## src/rtl/mf3_pkg.sv

```systemverilog
// shared types, constants and helpers for the 3x3 rgb mean filter
// no dependencies; used by every module of the filter by scoped names
package mf3_pkg;

    // default frame limits, handed to the top level parameters
    localparam int DEF_MAX_WIDTH  = 2048;
    localparam int DEF_MAX_HEIGHT = 2048;

    // configuration register file
    localparam int CFG_DATA_W  = 12;
    localparam int CFG_INDEX_W = 1;
    localparam logic [CFG_INDEX_W-1:0] CFG_IMAGE_WIDTH  = 1'd0;
    localparam logic [CFG_INDEX_W-1:0] CFG_IMAGE_HEIGHT = 1'd1;
    localparam logic [CFG_DATA_W-1:0]  RST_IMAGE_WIDTH  = 12'd640;
    localparam logic [CFG_DATA_W-1:0]  RST_IMAGE_HEIGHT = 12'd480;

    // reported position width
    localparam int POS_W = 11;

    // channel sum of nine 8-bit samples
    localparam int SUM_W = 12;

    // 2^16 / 9 rounded up, exact floor division for sums below 2296
    localparam logic [13:0] DIV9_RECIP = 14'd7282;

    // one pixel as held in the line stores and the window
    typedef struct packed {
        logic [7:0] red;
        logic [7:0] green;
        logic [7:0] blue;
    } t_pixel;

    // input transfer payload
    typedef struct packed {
        logic       frame_start;
        logic [7:0] red_in;
        logic [7:0] green_in;
        logic [7:0] blue_in;
    } t_pix_in;

    // output transfer payload
    typedef struct packed {
        logic [7:0]       blue_mean;
        logic [7:0]       green_mean;
        logic [7:0]       red_mean;
        logic [POS_W-1:0] center_row;
        logic [POS_W-1:0] center_col;
        logic             frame_done;
    } t_result;

    // position info of one pixel, from the counters to the result stage
    typedef struct packed {
        logic             has_result;
        logic             frame_done;
        logic [POS_W-1:0] center_row;
        logic [POS_W-1:0] center_col;
    } t_pos_info;

    // floor(sum / 9) by reciprocal multiply
    function automatic logic [7:0] div9(input logic [SUM_W-1:0] sum);
        logic [SUM_W+13:0] prod;
        prod = {14'd0, sum} * {{SUM_W{1'b0}}, DIV9_RECIP};
        return prod[23:16];
    endfunction

endpackage

```

## src/rtl/mf3_window_mean.sv

```systemverilog
// 3x3 window columns and per-channel mean of the nine samples
// depends on mf3_pkg for the pixel type and the divide-by-nine helper
module mf3_window_mean (
    input  logic              i_clk,
    input  logic              i_rst_n,
    input  logic              i_shift,
    input  mf3_pkg::t_pixel   i_upper,
    input  mf3_pkg::t_pixel   i_lower,
    input  mf3_pkg::t_pixel   i_pixel,
    output mf3_pkg::t_pixel   o_mean
);

    // columns one and two to the left of the current one
    mf3_pkg::t_pixel r_win [6];

    logic [mf3_pkg::SUM_W-1:0] sum_b, sum_g, sum_r;

    // sum of nine samples per channel
    always_comb begin
        sum_b = mf3_pkg::SUM_W'(i_upper.blue) + mf3_pkg::SUM_W'(i_lower.blue)
              + mf3_pkg::SUM_W'(i_pixel.blue);
        sum_g = mf3_pkg::SUM_W'(i_upper.green) + mf3_pkg::SUM_W'(i_lower.green)
              + mf3_pkg::SUM_W'(i_pixel.green);
        sum_r = mf3_pkg::SUM_W'(i_upper.red) + mf3_pkg::SUM_W'(i_lower.red)
              + mf3_pkg::SUM_W'(i_pixel.red);
        for (int j = 0; j < 6; j++) begin
            sum_b = sum_b + mf3_pkg::SUM_W'(r_win[j].blue);
            sum_g = sum_g + mf3_pkg::SUM_W'(r_win[j].green);
            sum_r = sum_r + mf3_pkg::SUM_W'(r_win[j].red);
        end
    end

    // truncated means
    always_comb begin
        o_mean.blue  = mf3_pkg::div9(sum_b);
        o_mean.green = mf3_pkg::div9(sum_g);
        o_mean.red   = mf3_pkg::div9(sum_r);
    end

    // shift the window one column on each processed pixel
    always_ff @(posedge i_clk) begin
        if (!i_rst_n) begin
            for (int j = 0; j < 6; j++) begin
                r_win[j] <= '0;
            end
        end else if (i_shift) begin
            r_win[3] <= r_win[0];
            r_win[4] <= r_win[1];
            r_win[5] <= r_win[2];
            r_win[0] <= i_upper;
            r_win[1] <= i_lower;
            r_win[2] <= i_pixel;
        end
    end

endmodule

```

## config.mk

```make
export PLATFORM = sky130hd
export DESIGN_NAME = mf3_window_mean
export DESIGN_NICKNAME = d
export VERILOG_FILES = /design/src/rtl/mf3_pkg.sv /design/src/rtl/mf3_window_mean.sv
export SDC_FILE = /design/constraint.sdc
export NUM_CORES = 1
export LEC_CHECK = 0
export BUFFER_PORTS_ARGS = -buffer_cell sky130_fd_sc_hd__buf_2
export CAP_MARGIN = 20
export CORE_MARGIN = 2
export CORE_UTILIZATION = 36
export DETAILED_ROUTE_END_ITERATION = 8
export GPL_ROUTABILITY_DRIVEN = 0
export HOLD_SLACK_MARGIN = 0.02
export PLACE_DENSITY_LB_ADDON = 0.12
export SYNTH_ARGS = -nofsm -noshare
export SYNTH_HDL_FRONTEND = slang
export SYNTH_SLANG_ARGS = --single-unit
```

## constraint.sdc

```tcl
create_clock -name i_clk -period 22.2 [get_ports i_clk]
set_clock_uncertainty 0.1 [all_clocks]
set_input_delay 5.55 -clock i_clk [delete_from_list [all_inputs] [get_ports i_clk]]
set_output_delay 5.55 -clock i_clk [all_outputs]
set_load 0.02 [all_outputs]
```

# After elaboration in Yosys (flattened, before gate mapping)
# Memory sizes are Yosys's and may differ from the RTL's.
# Index checks and enable logic that the tools add are counted.
# totals
memories	1
ram_bits	144
elab_cells	44
register_bits	0
output_inout_bits	24
# op_classes
mux	10
multipliers	3
bitwise_logic	6
add_sub_neg	24
# memory_table
memory	words	word_bits	read_ports	rd_ports_with_merged_regs	wr	line	rtl
r_win	6	24	6	0	6	mf3_window_mean.sv:14	mf3_pkg::t_pixel r_win [6];
# ops
operator	count
$add 12x8->12	12
$mux 24	6
$mul 12x12->23 const B	3
$add 11x8->12	3
$add 10x8->11	3
$add 9x8->10	3
$add 8x8->9	3
$or 1x1->1	6
$mux 1	4

# Depth between registers and ports, before layout
# depth
word_depth	9
mapped_depth	33
depth_no_buf	33

# Worst setup path after synthesis
# OpenSTA, ideal clock, no wires.
# synth_path
path_kind	input -> output
start	input port i_upper[10] in the netlist's numbering
end	output port o_mean[15] in the netlist's numbering
slack_ns	3.125
arrival_ns	13.425
t_required_ns	16.550
path_stages	30
path_cell_list	inv_1 fa_1 inv_1 fa_1 fa_1 fa_1 ha_1 fa_1 a21o_1 a21oi_1 nor2b_1 o21a_1 nor2_1 xnor2_1 inv_1 fa_1 inv_1 ha_1 ha_1 fa_1 inv_1 fa_1 inv_1 ha_1 o2111a_1 a211o_1 a21o_1 a221o_2 a221o_1 xnor2_1
# synth_rtl
element	line	rtl
start: declaration	mf3_window_mean.sv:7	input mf3_pkg::t_pixel i_upper,
end: declaration	mf3_window_mean.sv:10	output mf3_pkg::t_pixel o_mean

==> metrics.csv <==
metric,value,unit
Period minus WS final,19590,ps
Tot GR Track Use,0.146,
largest net degree at the start of global routing,120,
Initial Utilization,0.366,
synth unique cells,48,
largest reg by FF count,r_win,
Post-CTS Resized,0,
Synth Net Count,2068,
final hold vios,0,
"EDFF count, synth",144,
layout cells sized above 1,0.0866,
hold_buf cts,0,
Ports,99,
CTS Buffer Depth,2,
total die area,48000,sq um
headroom to the max-slew limit,0.261,
first-pass GRT wire length,55100,um
Die Height,219,um
most frequent cells in the layout,"inv_1, ha_1, fa_1",
post-route ant nets,0,
Final Non-Filler Cells,2219,
Synth area leader,fa_1,
vias in the first global route,10900,
num rows,78,
core area,45600,sq um
RSZ-0062 raised after global routing,no,
Total Routed Length,32500,um
via count,10100,
remaining global-route overflow,0,
Iteration-0 DRC Markers,362,
synthesized cell area,16700,sq um
"slowest stage delay, CP",560,ps
f_max,51.1,MHz
initial antenna violation count,3,
Buffers on Ports,98,
sequential share of the synthesized area,0.259,
Post-Route Utilization,0.405,
startpoint types,input port,
Tightest Pin Transition,1110,ps
"Req. time, crit path",16550,ps
Yosys Warn Count,0,
Fin Setup TNS,0,ps
CP dominant cell by count,fa_1,
Critical Path AT,13940,ps
CP Capture Type,output pin,
detailed-route DRC error count,0,
top flop regs,r_win (144),
hold crit path type,reg2reg,
Post-DP Area,17800,sq um
count of state elements after synthesis,144,
cell total after placement,2186,
drt via density,4.56,
Root Driver,clkbuf_16,
synth-to-layout area growth,10.7,%
pins over their slew limit,0,
Max Cap Viol,0,
synth top area cells,"fa_1, edfxtp_1, ha_1, inv_1, and3_1",
CP Max Fanout,5,
WS Path Type,in2out,
first drt pass iteration count,4,
Synth top area share,0.281,
"Design Area, Final",18400,sq um
CTS buffer count,17,
max FFs per register,144,
WL/cell,14.6,um
status,"complete, no violations",
chip width,219,um
"most common cell after layout, fill and taps aside",inv_1,
Detail Placement HPWL,26700,um
Syn Inst Count,1518,
Post-CTS Repair Setup Buffers,0,
clock-pin slew on the worst setup and hold paths,60,ps
Crit-path slowest cell,fa_1,
final net count,2155,
clock sinks,144,
CTS H-tree lvls,4,
Avg Inst Size Synth,11.0,sq um
setup violators final,0,
Main synth FF type,edfxtp_1,
Tcrit/Tclk final,0.882,
"Async S/R FF share, synth",0,
TritonCTS clock tree,yes,
Clock Latency Late Sink,440,ps
==> layout make-up <==
| cell class | count | area [sq um] |
|---|---|---|
| fillers | 4455 | 27100 |
| multi-input cells | 911 | 10600 |
| flip-flops and latches | 144 | 4320 |
| inverters | 429 | 1610 |
| well taps | 600 | 751 |
| repair buffers | 102 | 526 |
| clock buffers | 17 | 425 |
| clock inverters | 14 | 191 |
| diodes | 2 | 5.00 |
==> logic make-up after synthesis <==
logic type,share of synthesized area
DFF,0.259
muxes,0.00120
xor gates and xnor gates,0.0426
AOI/OAI and AO/OA,0.0492
and+or+nand+nor,0.0806
buffers and inverters,0.104
adders and majority gates,0.463
==> worst max-delay path, delay by kind of cell <==
family	cells	cell delay (ps)
AOI/OAI and AO/OA	7	1710
xor gates and xnor gates	3	720
and+or+nand+nor	3	310
adders and majority gates	12	5010
buffers and inverters	9	650
==> synthesized netlist by cell type (6+ instances only) <==
master	instances
xnor2_1	51
clkbuf_1	34
a211oi_1	8
ha_1	241
xor2_1	30
and3_1	149
fa_1	234
nor2b_1	7
a21o_1	29
o21a_1	7
o21bai_1	6
nor2_1	29
nor3_1	8
inv_1	429
a21oi_1	21
nand2_1	11
a31oi_1	6
o21ai_0	20
edfxtp_1	144
nand3_1	8
nand4_1	6
==> metrics by stage <==
| stage | hold WS (ps) | setup WS (ps) |
|---|---|---|
| 2_1_floorplan | 448 | 3120 |
| 3_3_place_gp | 459 | 2730 |
| 3_5_place_dp | 462 | 2650 |
| 4_1_cts | 477 | 2600 |
| 5_1_grt | 493 | 2100 |
| 6_report | 472 | 2610 |
==> final timing paths <==
path / start / endpoint / slack [ps] / depth (start not counted)
setup / recovery: i_upper[2] / o_mean[7] / 2610 / 34
hold / removal: r_win[0][6]$_SDFFCE_PN0P_ / r_win[3][6]$_SDFFCE_PN0P_ / 470 / 1
setup reg to reg: r_win[0][8]$_SDFFCE_PN0P_ / r_win[3][8]$_SDFFCE_PN0P_ / 21200 / 1
hold reg to reg: r_win[0][6]$_SDFFCE_PN0P_ / r_win[3][6]$_SDFFCE_PN0P_ / 470 / 1
==> routing by layer <==
layer / up-vias / wire length [um] / global-route usage
met1: 4954 / 16800 / 0.214
met2: 105 / 14300 / 0.225
met3: 20 / 1140 / 0.0279
met4: 4 / 237 / 0.0259
met5: - / 33 / 0
li1: 5040 / - / -
Power is left out: the tool's default activity adds up to more than one toggle a clock period on the data nets, which glitch-free logic cannot reach.
