==> src/rtl/mf3_pkg.sv <==
// shared types, constants and helpers for the 3x3 rgb mean filter
// no dependencies; used by every module of the filter by scoped names
package mf3_pkg;

    // default frame limits, handed to the top level parameters
    localparam int DEF_MAX_WIDTH  = 2048;
    localparam int DEF_MAX_HEIGHT = 2048;

    // configuration register file
    localparam int CFG_DATA_W  = 12;
    localparam int CFG_INDEX_W = 1;
    localparam logic [CFG_INDEX_W-1:0] CFG_IMAGE_WIDTH  = 1'd0;
    localparam logic [CFG_INDEX_W-1:0] CFG_IMAGE_HEIGHT = 1'd1;
    localparam logic [CFG_DATA_W-1:0]  RST_IMAGE_WIDTH  = 12'd640;
    localparam logic [CFG_DATA_W-1:0]  RST_IMAGE_HEIGHT = 12'd480;

    // reported position width
    localparam int POS_W = 11;

    // channel sum of nine 8-bit samples
    localparam int SUM_W = 12;

    // 2^16 / 9 rounded up, exact floor division for sums below 2296
    localparam logic [13:0] DIV9_RECIP = 14'd7282;

    // one pixel as held in the line stores and the window
    typedef struct packed {
        logic [7:0] red;
        logic [7:0] green;
        logic [7:0] blue;
    } t_pixel;

    // input transfer payload
    typedef struct packed {
        logic       frame_start;
        logic [7:0] red_in;
        logic [7:0] green_in;
        logic [7:0] blue_in;
    } t_pix_in;

    // output transfer payload
    typedef struct packed {
        logic [7:0]       blue_mean;
        logic [7:0]       green_mean;
        logic [7:0]       red_mean;
        logic [POS_W-1:0] center_row;
        logic [POS_W-1:0] center_col;
        logic             frame_done;
    } t_result;

    // position info of one pixel, from the counters to the result stage
    typedef struct packed {
        logic             has_result;
        logic             frame_done;
        logic [POS_W-1:0] center_row;
        logic [POS_W-1:0] center_col;
    } t_pos_info;

    // floor(sum / 9) by reciprocal multiply
    function automatic logic [7:0] div9(input logic [SUM_W-1:0] sum);
        logic [SUM_W+13:0] prod;
        prod = {14'd0, sum} * {{SUM_W{1'b0}}, DIV9_RECIP};
        return prod[23:16];
    endfunction

endpackage

==> src/rtl/mf3_position.sv <==
// row and column tracking of the incoming pixel stream
// depends on mf3_pkg for the position info struct and register widths
module mf3_position #(
    parameter int MAX_WIDTH  = mf3_pkg::DEF_MAX_WIDTH,
    parameter int MAX_HEIGHT = mf3_pkg::DEF_MAX_HEIGHT,
    localparam int CW = $clog2(MAX_WIDTH),
    localparam int RW = $clog2(MAX_HEIGHT)
) (
    input  logic                             i_clk,
    input  logic                             i_rst_n,
    input  logic                             i_accept,
    input  logic                             i_frame_start,
    input  logic [mf3_pkg::CFG_DATA_W-1:0]   i_width,
    input  logic [mf3_pkg::CFG_DATA_W-1:0]   i_height,
    output logic [CW-1:0]                    o_col,
    output mf3_pkg::t_pos_info               o_info
);

    // compare widths, wide enough for the register, the limit and count + 1
    localparam int SW = (CW + 1 > mf3_pkg::CFG_DATA_W) ? CW + 1 : mf3_pkg::CFG_DATA_W;
    localparam int HW = (RW + 1 > mf3_pkg::CFG_DATA_W) ? RW + 1 : mf3_pkg::CFG_DATA_W;

    logic [CW-1:0] r_col, n_col;
    logic [RW-1:0] r_row, n_row;

    logic [SW-1:0] w_reg, w_eff;
    logic [HW-1:0] h_reg, h_eff;
    logic [CW-1:0] col0, col_cur;
    logic [RW-1:0] row0, row_cur;
    logic [RW:0]   row1, row_inc;
    logic [CW:0]   col_inc;
    logic [RW-1:0] row_m1;
    logic [CW-1:0] col_m1;

    // effective frame size, clamped to three and the limit
    always_comb begin
        w_reg = SW'(i_width);
        h_reg = HW'(i_height);
        if (w_reg < SW'(3)) begin
            w_eff = SW'(3);
        end else if (w_reg > SW'(MAX_WIDTH)) begin
            w_eff = SW'(MAX_WIDTH);
        end else begin
            w_eff = w_reg;
        end
        if (h_reg < HW'(3)) begin
            h_eff = HW'(3);
        end else if (h_reg > HW'(MAX_HEIGHT)) begin
            h_eff = HW'(MAX_HEIGHT);
        end else begin
            h_eff = h_reg;
        end
    end

    // position of the pixel now offered, and the position after it
    always_comb begin
        col0 = i_frame_start ? '0 : r_col;
        row0 = i_frame_start ? '0 : r_row;

        // counters left past the end by a size change wrap here
        if (SW'(col0) >= w_eff) begin
            col_cur = '0;
            row1    = {1'b0, row0} + (RW+1)'(1);
        end else begin
            col_cur = col0;
            row1    = {1'b0, row0};
        end
        row_cur = (HW'(row1) >= h_eff) ? '0 : row1[RW-1:0];

        col_inc = {1'b0, col_cur} + (CW+1)'(1);
        row_inc = {1'b0, row_cur} + (RW+1)'(1);
        if (SW'(col_inc) >= w_eff) begin
            n_col = '0;
            n_row = (HW'(row_inc) >= h_eff) ? '0 : row_inc[RW-1:0];
        end else begin
            n_col = col_inc[CW-1:0];
            n_row = row_cur;
        end
    end

    // window centre sits one row up and one column left
    always_comb begin
        row_m1 = row_cur - RW'(1);
        col_m1 = col_cur - CW'(1);
        o_col  = col_cur;
        o_info.has_result = (HW'(row_cur) >= HW'(2)) && (SW'(col_cur) >= SW'(2));
        o_info.frame_done = (HW'(row_cur) == h_eff - HW'(1))
                         && (SW'(col_cur) == w_eff - SW'(1));
        o_info.center_row = mf3_pkg::POS_W'(row_m1);
        o_info.center_col = mf3_pkg::POS_W'(col_m1);
    end

    // counters advance on each input transfer
    always_ff @(posedge i_clk) begin
        if (!i_rst_n) begin
            r_col <= '0;
            r_row <= '0;
        end else if (i_accept) begin
            r_col <= n_col;
            r_row <= n_row;
        end
    end

endmodule

==> config.mk <==
export PLATFORM = sky130hd
export DESIGN_NAME = mf3_position
export DESIGN_NICKNAME = d
export VERILOG_FILES = /design/src/rtl/mf3_pkg.sv /design/src/rtl/mf3_position.sv
export SDC_FILE = /design/constraint.sdc
export NUM_CORES = 1
export LEC_CHECK = 0
export BUFFER_PORTS_ARGS = -buffer_cell sky130_fd_sc_hd__buf_2
export CAP_MARGIN = 20
export CORE_AREA = 4 4 120 122
export DETAILED_ROUTE_END_ITERATION = 10
export DIE_AREA = 0 0 124 126
export GPL_ROUTABILITY_DRIVEN = 0
export PLACE_DENSITY = 0.56
export SYNTH_ARGS = -nofsm -noshare
export SYNTH_HDL_FRONTEND = slang
export SYNTH_SLANG_ARGS = --single-unit
==> constraint.sdc <==
create_clock -name i_clk -period 42.9 [get_ports i_clk]
set_input_delay 12.87 -clock i_clk [delete_from_list [all_inputs] [get_ports i_clk]]
set_output_delay 12.87 -clock i_clk [all_outputs]
set_load 0.005 [all_outputs]
# Word level (Yosys, flattened, before mapping)
# Cells that the tools add are included.
[totals]
word_cells = 35
input_bits = 28
regBits = 22
[op_classes]
n_eq_ne = 2
n_reduce_logical = 2
n_mux = 12
add_sub_neg = 7
n_lt_le_gt_ge = 10
[op_table]
columns = ["operator", "n"]
rows = [
  ["2-to-1 mux 11 bit", 7],
  ["2-to-1 mux 12 bit", 5],
  ["adder 11 x 1 -> 12 bit (second input constant)", 3],
  [">= comparator 12 bit", 3],
  ["equality test 11 x 12 -> 1 bit", 2],
  ["greater-than comparator 12 bit (second input constant)", 2],
  ["less-than comparator 12 x 2 -> 1 bit (second input constant)", 2],
  ["subtractor 12 x 1 -> 12 bit (second input constant)", 2],
  [">= comparator 11 x 2 -> 1 bit (second input constant)", 2],
  ["subtractor 11 x 1 -> 11 bit (second input constant)", 2],
  [">= comparator 11 x 12 -> 1 bit", 1],
  ["logical AND 1 bit", 2],
]

# Depth between registers and ports, before layout
[logic_depth]
word_depth = 11
depth_mapped = 36
mapped_depth_nobuf = 32

# Least setup slack after synthesis
# Ideal clock, no wire load.
[synth_path]
kind = "input to output"
from = "input i_width[7] (netlist name)"
to = "output o_info[22] (netlist name)"
path_buffers = 4
setup_slack_ps = 11564
t_arrival_ps = 18466
path_stages = 26
t_required_ps = 30030
cell_sequence = "clkbuf_1 > nor4_1 > and3_1 > nor2_1 > nor2_1 > ha_1 > nand2b_4 > a2111oi_4 > o41a_4 > a221oi_1 > nor2_1 > clkbuf_1 > inv_1 > ha_1 > a211o_1 > a31oi_1 > o21ai_0 > a21o_1 > clkbuf_1 > buf_1 > nor2_1 > ha_1 > nand4_1 > nor4_1 > o2111ai_1 > nor4b_1"
[synth_rtl]
columns = ["element", "line_no", "source"]
rows = [
  ["from (decl)", "mf3_position.sv:13", "input logic [mf3_pkg::CFG_DATA_W-1:0] i_width,"],
  ["to (decl)", "mf3_position.sv:16", "output mf3_pkg::t_pos_info o_info"],
]

==> parameters.txt <==
Parameter                              Value

Status
  Outcome ... completed

Cells and area
  Final nets ... 766
  Fraction of final layout cells sized beyond drive strength 1 ... 13.8%
  Post-route insts no fill ... 857
  Area added between synthesis and finish ... 12.1%
  Number of diodes ... 0

Yosys
  Number of synthesis warnings ... 0
  Synth unique cells ... 78
  Top_reg_cell synth ... dfxtp_1
  Largest cells by area after synthesis ... ha_1, dfxtp_1, xnor2_1, nand2_1, nor2_1
  Post-synthesis sequential area ratio ... 9.61%
  Most instantiated library cell after synthesis ... nand2_1
  Average size of a mapped cell ... 7.15 um2
  Net Count, Synth ... 725
  FFs w/ async S/R, synth ... 0%
  Largest area contributor in the synthesized netlist ... ha_1
  Synthesis-stage register bit count ... 22
  Portion of synthesized cell area occupied by the leading cell type ... 15.3%
  Synth Instances ... 641
  Netlist area before placement ... 0.00458 mm2
  Most frequent cells after synthesis ... nand2_1, nor2_1, ha_1
  Count of flip-flops with a built-in enable after synthesis ... 0

Clocking
  Buffers inserted by post-CTS timing repair ... 0
  Clock tree root driver cell ... clkbuf_16
  Count of cells resized by post-cts repair ... 0
  Clock-pin slew on the worst setup and hold paths ... 0.06 ns
  Number of clock buffers inserted by TritonCTS ... 3
  Post-CTS Hold Fix Bufs ... 0
  TritonCTS sink count ... 22
  Number of H-tree branching levels ... 1
  Maximum number of buffers from clock root to sink ... 2
  TritonCTS clock tree ... done
  Clock network latency to the later pin of the worst-skew pair ... 0.25 ns

Detailed routing
  Antenna Nets Post-Route ... 0
  Wirelength, routed ... 16100 um
  Initial drt markers ... 542
  Mean number of vias per cell ... 5.95
  DRC errors left ... 0
  DR WL/cell ... 18.7 um
  Pre-Repair DR Iteration Count ... 5
  Vias after detailed routing ... 5103

Critical path
  Worst flop-to-flop path startpoint ... r_col[9]$_SDFFE_PN0P_
  Element type at the critical path end ... output port
  Startpoint class of the critical path ... input port
  Worst setup path start ... i_width[9]
  Highest net fanout along the worst path ... 23
  Required time of the critical path ... 30.03 ns
  Setup Crit Path Kind ... in2out
  Crit path arrival time ... 19.77 ns

Timing
  Setup skew after layout ... 0.00140 ns
  Fmax ... 30.6 MHz
  Time the final worst path needs with I/O delays and setup ... 32.64 ns
  Max-slew violation count ... 0
  Endpoints failing setup ... 0
  Transition time at the pin with the least slew margin ... 0.920 ns
  Setup tns final ... 0 ns
  Final worst hold slack ... 0.534 ns
  RSZ-0062 raised after global routing ... no
  Final Hold Fails ... 0
  Final period utilization ... 76.1%
  Slew margin rel. ... 37.1%

Flow run
  Max-capacitance violation count ... 0

Global routing
  Antenna violations before repair ... 0
  Maximum number of pins on one net before global-route repair ... 24
  Gr ovfl total ... 0
  Total global-route track usage ... 20.2%
  Via count of the first global-routing pass ... 4914
  Wire length of the first global-routing pass ... 25600 um

Floorplanning
  Width of the die ... 124 um
  Effective utilization at floorplan ... 34.7%
  Die outline area ... 0.0156 mm2
  Std-Cell Rows ... 42
  Die extent in y ... 126 um
  Area of the placeable core ... 0.0132 mm2
  Ports placed on the boundary ... 63

Power and ir drop
  Static power due to leakage ... 2.21 nW
  Ratio of total power to cell area ... 15.6 mW/mm2
  Maximum vdd ir drop ... 0.0000163 V

Placement
  Count of port buffers added during placement ... 62
  Placed wire-length estimate after detailed placement ... 13100 um
  Number of cells after detailed placement ... 853

Worst hold path
  Worst min-delay path class ... reg2reg
  Startpoint of the worst hold path ... r_col[7]$_SDFFE_PN0P_
-- cells by family after synthesis --
kind of cell               after synthesis  share of synthesized area [%]
muxes                                    7                           1.64
adders and majority gates               56                           15.3
buffers and inverters                   69                           5.84
xor gates and xnor gates                54                           10.5
AOI/OAI and AO/OA                      167                           27.0
and+or+nand+nor                        266                           30.2
DFF                                     22                           9.61
-- metrics by stage --
| step | util, % | power, mW | area [um2] | setup WS [ns] |
|---|---|---|---|---|
| floorplan | - | 0.0435 | 4580 | 11.56 |
| global placement | 38.1 | 0.0539 | 5030 | 10.76 |
| detailed placement | 38.1 | 0.0544 | 5030 | 10.40 |
| CTS | 38.9 | 0.0805 | 5140 | 10.38 |
| global route | 38.9 | 0.0857 | 5140 | 9.72 |
| finish | 38.9 | 0.0802 | 5140 | 10.26 |
-- path summary, 6_finish.rpt --
kind,endpoint,slack [ns],depth (start not counted)
max,o_info[22],10.26,24
min,r_col[7]$_SDFFE_PN0P_,0.53,1
max reg2reg,r_row[0]$_SDFFE_PN0P_,33.51,28
min reg2reg,r_col[7]$_SDFFE_PN0P_,0.53,1
-- layer usage --
metal  vias to the layer above  part of all wire [%]  GRT usage (%)  wire length (um)
li1                       2457                     -              -                 -
met1                      2394                    43           26.4              6870
met2                       228                    49           35.7              7840
met3                        24                   6.5           2.06              1050
met4                         0                   1.9           4.06               299
met5                         -                     0              0                 0
-- area by class of cell --
cell class	count	area [um2]
Fill cell	1403	8050
Clock buffer	3	75.1
Tap cell	176	220
Multi-Input combinational cell	550	3880
Sequential cell	22	440
Clock inverter	1	30.0
Timing Repair Buffer	67	348
Inverter	38	143
-- where the power goes --
group	leakage (nW)	internal [mW]	total [mW]	switching, mW
registers	0.179	0.0209	0.0217	0.000778
clock network	0.0511	0.0185	0.0257	0.00718
logic	1.98	0.0126	0.0328	0.0202
-- worst max-delay path: stages --
cell	delay (ns)
buf_2	0.13
nor4_1	0.48
and3_1	0.33
nor2_1	0.06
nor2_1	0.19
ha_1	0.27
nand2b_4	0.14
a2111oi_4	0.49
o41a_4	0.33
a221oi_1	0.12
nor2_1	0.70
inv_1	0.10
ha_1	0.34
a211o_1	0.12
a31oi_1	0.04
o21ai_0	0.50
a21o_1	0.74
nor2_1	0.24
ha_1	0.38
nand4_1	0.09
nor4_1	0.31
o2111ai_1	0.23
nor4b_1	0.39
buf_2	0.18
-- state kept, by name, indices dropped and copies added (netlist names) --
signal and cells:
r_col 11, r_row 11
-- cell usage in the layout, fill, tap and decap left out, types with 5 or more instances in the layout --
cell,instances
or4_1,8
nand3_1,20
a22oi_1,8
a221oi_1,6
mux2i_1,5
nor2b_1,13
buf_2,62
o211ai_1,7
or3_1,5
xnor2_1,36
nand2_1,78
nor2_1,62
inv_1,34
a211oi_1,12
o21ai_1,9
nor4_1,13
nand4_1,7
a21oi_1,28
nor3_1,12
and3_1,9
buf_4,5
a31oi_1,8
dfxtp_1,22
xor2_1,17
o21a_1,6
ha_1,56
o21ai_0,33
(Power assumes the default switching activity.)
